`src/rtl/core/assert_macros.svh`:
```
// Assertion macros shared by the great-circle distance RTL.
// Depends on nothing; included by files that carry concurrent checks.
`ifndef ASSERT_MACROS_SVH
`define ASSERT_MACROS_SVH

// Check a property at every rising clock edge outside reset.
`define HVD_ASSERT(name, clock, reset, prop) \
  name: assert property (@(posedge clock) disable iff (reset) (prop)) \
    else $error("%m: assertion failed");

// Check that a condition in one cycle implies another in the next cycle.
`define HVD_ASSERT_NEXT(name, clock, reset, pre, post) \
  name: assert property (@(posedge clock) disable iff (reset) (pre) |=> (post)) \
    else $error("%m: assertion failed");

`endif

```
`src/rtl/core/hvd_isqrt.sv`:
```
// Floor integer square root of a 61-bit value, one result bit per stage.
// Depends on nothing but its ports.
module hvd_isqrt (
  input  logic        clk,
  input  logic        rst,
  input  logic        ce,
  input  logic        in_valid,
  input  logic [60:0] value,
  output logic        out_valid,
  output logic [30:0] root
);

  localparam int N = 31;

  logic [N:0]  vl;
  logic [60:0] rv [N+1];
  logic [60:0] rs [N+1];

  always_ff @(posedge clk) begin
    if (rst) begin
      vl <= '0;
    end else if (ce) begin
      vl <= {vl[N-1:0], in_valid};
    end
  end

  always_ff @(posedge clk) begin
    if (ce) begin
      rv[0] <= value;
      rs[0] <= '0;
    end
  end

  for (genvar t = 0; t < N; t++) begin : g_step
    localparam logic [60:0] BIT = 61'(1) << (60 - 2 * t);
    logic [60:0] trial;

    assign trial = rs[t] + BIT;

    always_ff @(posedge clk) begin
      if (ce) begin
        if (rv[t] >= trial) begin
          rv[t+1] <= rv[t] - trial;
          rs[t+1] <= (rs[t] >> 1) + BIT;
        end else begin
          rv[t+1] <= rv[t];
          rs[t+1] <= rs[t] >> 1;
        end
      end
    end
  end

  assign out_valid = vl[N];
  assign root      = rs[N][30:0];

endmodule

```
`config.mk`:
```
export PLATFORM = sky130hd
export DESIGN_NAME = hvd_isqrt
export DESIGN_NICKNAME = d
export VERILOG_FILES = /design/src/rtl/core/assert_macros.svh /design/src/rtl/core/hvd_isqrt.sv
export SDC_FILE = /design/constraint.sdc
export NUM_CORES = 2
export LEC_CHECK = 0
export ABC_AREA = 0
export ABC_CLOCK_PERIOD_IN_PS = 5300
export CORE_MARGIN = 2
export CORE_UTILIZATION = 36
export DETAILED_ROUTE_END_ITERATION = 8
export DONT_BUFFER_PORTS = 1
export MAX_ROUTING_LAYER = met4
export PLACE_DENSITY = 0.51
export SKIP_CTS_REPAIR_TIMING = 1
export SYNTH_ARGS = -nofsm -noshare
export SYNTH_HDL_FRONTEND = slang
export SYNTH_SLANG_ARGS = --single-unit
```
`constraint.sdc`:
```
create_clock -name clk -period 5.3 [get_ports clk]
set_input_delay 0.53 -clock clk [delete_from_list [all_inputs] [get_ports clk]]
set_output_delay 0.53 -clock clk [all_outputs]
set_load 0.05 [all_outputs]
```
* Word-level counts from Yosys, hierarchy flattened
Memories as Yosys holds them, arrays and structs flattened. Cells that the tools add are included.
Storage, ports and cells: flip-flop bits (word level) 32, bits in latches 0, RAM bits 3904, bits in read-only memories 0, output and inout port bits 32, word-level logic and storage cells 439, memories kept 2
Operators by class: add/subtract/negate cells 93, $mul 0, divide/modulo/power cells 0, magnitude comparators 31, equality and inequality tests 0, shifts and indexed selects 0, muxes and demuxes 250, bitwise logic cells 62, reduce and logical (&&, ||, !) cells 0
Memory list:
- rs | depth 32, width 61, read ports 32, clocked after Yosys merged registers in 0, write ports 32, RTL line hvd_isqrt.sv:17 | logic [60:0] rs [N+1];
- rv | depth 32, width 61, read ports 31, clocked after Yosys merged registers in 0, write ports 32, RTL line hvd_isqrt.sv:16 | logic [60:0] rv [N+1];
Operators with widths (number):
- two-way mux 61 bit | 62
- greater-or-equal comparator 61 bit | 31
- subtractor 61 bit | 31
- two-way mux 1 bit | 188
- bitwise OR 1 bit | 62
- adder 60 x 1 -> 61 bit (second input constant) | 1
- adder 60 x 11 -> 61 bit (second input constant) | 1
- adder 60 x 13 -> 61 bit (second input constant) | 1
- adder 60 x 15 -> 61 bit (second input constant) | 1
- adder 60 x 17 -> 61 bit (second input constant) | 1
- adder 60 x 19 -> 61 bit (second input constant) | 1
- adder 60 x 21 -> 61 bit (second input constant) | 1
- adder 60 x 23 -> 61 bit (second input constant) | 1
- adder 60 x 25 -> 61 bit (second input constant) | 1
- adder 60 x 27 -> 61 bit (second input constant) | 1
- adder 60 x 29 -> 61 bit (second input constant) | 1
- adder 60 x 3 -> 61 bit (second input constant) | 1
- adder 60 x 31 -> 61 bit (second input constant) | 1
- adder 60 x 33 -> 61 bit (second input constant) | 1
- adder 60 x 35 -> 61 bit (second input constant) | 1
- adder 60 x 37 -> 61 bit (second input constant) | 1
- adder 60 x 39 -> 61 bit (second input constant) | 1
- adder 60 x 41 -> 61 bit (second input constant) | 1
- adder 60 x 43 -> 61 bit (second input constant) | 1
- 43 further kinds | 43

* Logic depth before layout (Yosys ltp)
word-level depth 6, depth in mapped cells 14, gate-level depth less buffers 11

* Worst setup path after synthesis
OpenSTA, ideal clock, no wires.
kind input -> register, start point input ce, end point memory rs[30][10] (enable), setup time 0.482 ns, arrival 3.569 ns, required time 4.818 ns, path slack 1.249 ns, cell stages on the path 3, buffers on the path 3, path through clkbuf_1 -> clkbuf_1 -> clkbuf_1
RTL lines:
- from (decl) | RTL line hvd_isqrt.sv:6 | input logic ce,
- to (decl) | RTL line hvd_isqrt.sv:17

==> metrics.txt <==
# TYPE chip_impl_metric gauge
chip_impl_info{name="status",value="finished with violations"} 1
chip_impl_info{name="failed_checks",value="max-slew violations"} 1
chip_impl_metric{name="p_per_area",unit="nW/um2"} 436
chip_impl_metric{name="fillerInstances",unit=""} 29981
chip_impl_metric{name="mappedNetlistNets",unit=""} 10047
chip_impl_metric{name="clkSlewWorstSetupHoldPaths",unit="ns"} 0.06
chip_impl_metric{name="ant_nets",unit=""} 0
chip_impl_metric{name="slew_headroom",unit=""} -0.160
chip_impl_metric{name="share_of_flip_flops_with_an_asynchronous_set_or_reset",unit=""} 0
chip_impl_metric{name="required",unit="ns"} 5.92
chip_impl_metric{name="post_synth_instance_area",unit="um2"} 117000
chip_impl_metric{name="die_area",unit="um2"} 328000
chip_impl_metric{name="syn2layout_area_growth",unit="%"} 13.2
chip_impl_metric{name="setup_viol",unit=""} 0
chip_impl_info{name="cp-start-kind",value="register"} 1
chip_impl_info{name="cts_tree",value="yes"} 1
chip_impl_metric{name="via_per_inst",unit=""} 5.36
chip_impl_metric{name="vdd_drop_max",unit="mV"} 0.464
chip_impl_metric{name="worstSkewPairLatency",unit="ns"} 0.94
chip_impl_info{name="postSynth.topFlopCell",value="sky130_fd_sc_hd__edfxtp_1"} 1
chip_impl_metric{name="drt-pass1-iter-count",unit=""} 6
chip_impl_metric{name="finalCritPeriodShare",unit=""} 0.844
chip_impl_metric{name="detailroute.wirelength.met3",unit="um"} 20500
chip_impl_metric{name="final_layout_size_suffix_gt1_frac",unit=""} 0.0682
chip_impl_metric{name="ys_seq_area_frac",unit=""} 0.620
chip_impl_metric{name="clock-skew-final",unit="ns"} 0.0834
chip_impl_metric{name="row_count",unit=""} 208
chip_impl_metric{name="global_route.usage.total",unit=""} 0.196
chip_impl_metric{name="wirelength_routed",unit="um"} 323000
chip_impl_metric{name="yosys.cell_types.count",unit=""} 94
chip_impl_metric{name="grt_antenna_before_repair",unit=""} 13
chip_impl_metric{name="die_x",unit="um"} 573
chip_impl_metric{name="syn-instance-count",unit=""} 9459
chip_impl_metric{name="critical_path_arrival",unit="ns"} 5.09
chip_impl_metric{name="final_util",unit=""} 0.410
chip_impl_metric{name="synth_top_area_frac",unit=""} 0.615
chip_impl_metric{name="number_of_global_route_vias_before_repair",unit=""} 72651
chip_impl_metric{name="synth_warnings",unit=""} 0
chip_impl_metric{name="critical_path.max_fanout",unit=""} 12
chip_impl_metric{name="worst_tran_pin_value",unit="ns"} 1.74
chip_impl_metric{name="detailroute.via_count",unit=""} 76168
chip_impl_info{name="rsz0062_at_grt",value="no"} 1
chip_impl_metric{name="maxSlewViolCount",unit=""} 127
chip_impl_metric{name="synth_edf_count",unit=""} 2387
chip_impl_metric{name="achievable-frequency",unit="MHz"} 223
chip_impl_metric{name="flip_flop_and_latch_count_after_synthesis",unit=""} 2419
chip_impl_info{name="synth_top_cells_by_count",value="sky130_fd_sc_hd__edfxtp_1, sky130_fd_sc_hd__nand2_1, sky130_fd_sc_hd__inv_1"} 1
chip_impl_metric{name="clkSinkCount",unit=""} 2419
chip_impl_metric{name="avgSynthCellArea",unit="um2"} 12.3
chip_impl_metric{name="cap_viol_max_count",unit=""} 0
chip_impl_metric{name="grt_first_pass_wirelength",unit="um"} 479000
chip_impl_info{name="critical_path_class",value="reg -> reg"} 1
chip_impl_metric{name="fp.coreArea",unit="um2"} 322000
chip_impl_info{name="post-synth-top-area-cell",value="sky130_fd_sc_hd__edfxtp_1"} 1
chip_impl_metric{name="initial_core_util",unit=""} 0.362
chip_impl_metric{name="clock_tree_buffer_depth",unit=""} 4
chip_impl_metric{name="detailed_routed_wire_length_on_met2",unit="um"} 136000
chip_impl_info{name="synthMostInstantiatedCell",value="sky130_fd_sc_hd__edfxtp_1"} 1
chip_impl_metric{name="drt_iter0_markers",unit=""} 7337
chip_impl_metric{name="gp_routability_congestion",unit=""} 0.923
chip_impl_info{name="hold_class",value="in -> reg"} 1
chip_impl_metric{name="routed_wire_length_per_instance",unit="um"} 22.8
chip_impl_metric{name="cts-buffers-inserted",unit=""} 279
chip_impl_metric{name="dpl.hpwl",unit="um"} 243000
chip_impl_info{name="clock_tree.root_cell",value="sky130_fd_sc_hd__clkbuf_16"} 1
chip_impl_metric{name="finish.net_count",unit=""} 10262
chip_impl_metric{name="htree_levels",unit=""} 5
chip_impl_metric{name="maximum_number_of_pins_on_one_net_before_global_route_repair",unit=""} 271
chip_impl_metric{name="power.static_leakage",unit="uW"} 0.0482
chip_impl_metric{name="postLayoutSetupSlackWorst",unit="ns"} 0.825
chip_impl_metric{name="detailedPlace.worstSlack",unit="ns"} -0.432
chip_impl_info{name="worstSetupEndpointType",value="register"} 1
chip_impl_info{name="maxUsedRoutingLayer",value="met4"} 1
chip_impl_info{name="synthTopCellsByArea",value="sky130_fd_sc_hd__edfxtp_1, sky130_fd_sc_hd__ha_1, sky130_fd_sc_hd__xnor2_1"} 1
chip_impl_metric{name="met1_wirelength",unit="um"} 159000
chip_impl_metric{name="globalRoute.totalOverflow",unit=""} 0
chip_impl_metric{name="ios",unit=""} 97
chip_impl_metric{name="hold_viol",unit=""} 0
chip_impl_metric{name="port-buffer-count",unit=""} 0
chip_impl_metric{name="drcViolationCount",unit=""} 0
chip_impl_metric{name="final.min_clock_period",unit="ns"} 4.47
chip_impl_metric{name="die_h",unit="um"} 573
==> placed cells by master (no fill, tap or decap), types with 66 or more instances in the layout <==
cell,n
sky130_fd_sc_hd__ha_1,523
sky130_fd_sc_hd__buf_4,86
sky130_fd_sc_hd__nor2b_1,74
sky130_fd_sc_hd__nand2_1,720
sky130_fd_sc_hd__a21o_1,163
sky130_fd_sc_hd__o21ai_0,538
sky130_fd_sc_hd__a21oi_1,528
sky130_fd_sc_hd__or3_1,107
sky130_fd_sc_hd__nand2b_1,106
sky130_fd_sc_hd__clkbuf_16,290
sky130_fd_sc_hd__dlygate4sd3_1,66
sky130_fd_sc_hd__nor2_1,596
sky130_fd_sc_hd__nor4_1,337
sky130_fd_sc_hd__xor2_1,382
sky130_fd_sc_hd__inv_1,651
sky130_fd_sc_hd__or4_1,67
sky130_fd_sc_hd__xnor2_1,411
sky130_fd_sc_hd__nand3_1,161
sky130_fd_sc_hd__nor3_1,268
sky130_fd_sc_hd__o21a_1,90
sky130_fd_sc_hd__edfxtp_1,2387
sky130_fd_sc_hd__nand4_1,147
==> routing by layer <==
metal	global-route usage	vias to the layer above
met5	-	-
met4	0.0489	0
met3	0.0303	434
met2	0.278	2325
met1	0.293	37467
li1	-	35942
==> report_power, final <==
group / total, uW / switching, uW / internal (uW) / leakage [uW]
Sequential: 26400 / 2280 / 24100 / 0.0232
Combinational: 11900 / 7350 / 4520 / 0.0206
Clock: 19300 / 7940 / 11300 / 0.00441
==> critical path: stages (launching register included) <==
cell                        delay [ns]
sky130_fd_sc_hd__edfxtp_1         0.40
sky130_fd_sc_hd__ha_1             0.37
sky130_fd_sc_hd__nand3_1          0.42
sky130_fd_sc_hd__a211oi_1         0.32
sky130_fd_sc_hd__nor3b_1          0.08
sky130_fd_sc_hd__buf_4            0.16
sky130_fd_sc_hd__a22oi_1          0.65
sky130_fd_sc_hd__a21o_1           0.36
sky130_fd_sc_hd__a211oi_4         0.19
sky130_fd_sc_hd__a2111oi_0        0.48
sky130_fd_sc_hd__buf_4            0.21
sky130_fd_sc_hd__or3b_2           0.45
sky130_fd_sc_hd__xnor2_1          0.14
==> flip-flops by register name, indices dropped and copies added, names as in the netlist <==
| name | cells |
|---|---|
| rs | 496 |
| rv | 1891 |
| vl | 32 |
==> final cells by class <==
| type | instances | area (um2) | area share |
|---|---|---|---|
| Clock buffer | 327 | 7390 | 0.0560 |
| Multi-Input combinational cell | 6153 | 41000 | 0.310 |
| Clock inverter | 169 | 1710 | 0.0129 |
| Inverter | 652 | 2450 | 0.0185 |
| Antenna cell | 6 | 15.0 | 0.000114 |
| Sequential cell | 2419 | 72300 | 0.548 |
| Timing Repair Buffer | 169 | 1740 | 0.0132 |
| Tap cell | 4305 | 5390 | 0.0408 |
==> path summary, 6_finish.rpt <==
check	startpoint	endpoint	slack [ns]	cells after the start
hold / removal	ce	rv[1][546]	0.13	1
hold reg to reg	rv[0][530]	rv[0][591]	0.40	0
setup reg to reg	rv[1][685]	rv[1][784]	0.83	12
setup / recovery	rv[1][685]	rv[1][784]	0.83	12
==> through the flow <==
stage / TNS [ns] / total power, uW / hold WS (ns) / std cells / cell area [um2]
floorplan: 0 / 34000 / 0.400 / 9459 / 117000
global placement: -11.43 / 38300 / 0.402 / 13627 / 122000
detailed placement: -12.42 / 38300 / 0.405 / 13627 / 122000
CTS: 0 / 57900 / -0.414 / 14123 / 131000
global route: 0 / 60300 / 0.135 / 14197 / 132000
finish: 0 / 57600 / 0.134 / 14200 / 132000
==> cells by family after synthesis <==
| logic type | count (synthesis) | share of synthesized area |
|---|---|---|
| AO/OA/AOI/OAI | 1824 | 0.0973 |
| XOR/XNOR | 793 | 0.0596 |
| adder cells (fa/ha/maj) | 523 | 0.0561 |
| buffers and inverters | 887 | 0.0288 |
| flip-flops | 2419 | 0.620 |
| multiplexers | 105 | 0.00970 |
| AND/OR/NAND/NOR | 2908 | 0.128 |
Note: power is estimated with default switching activity, not from simulation.
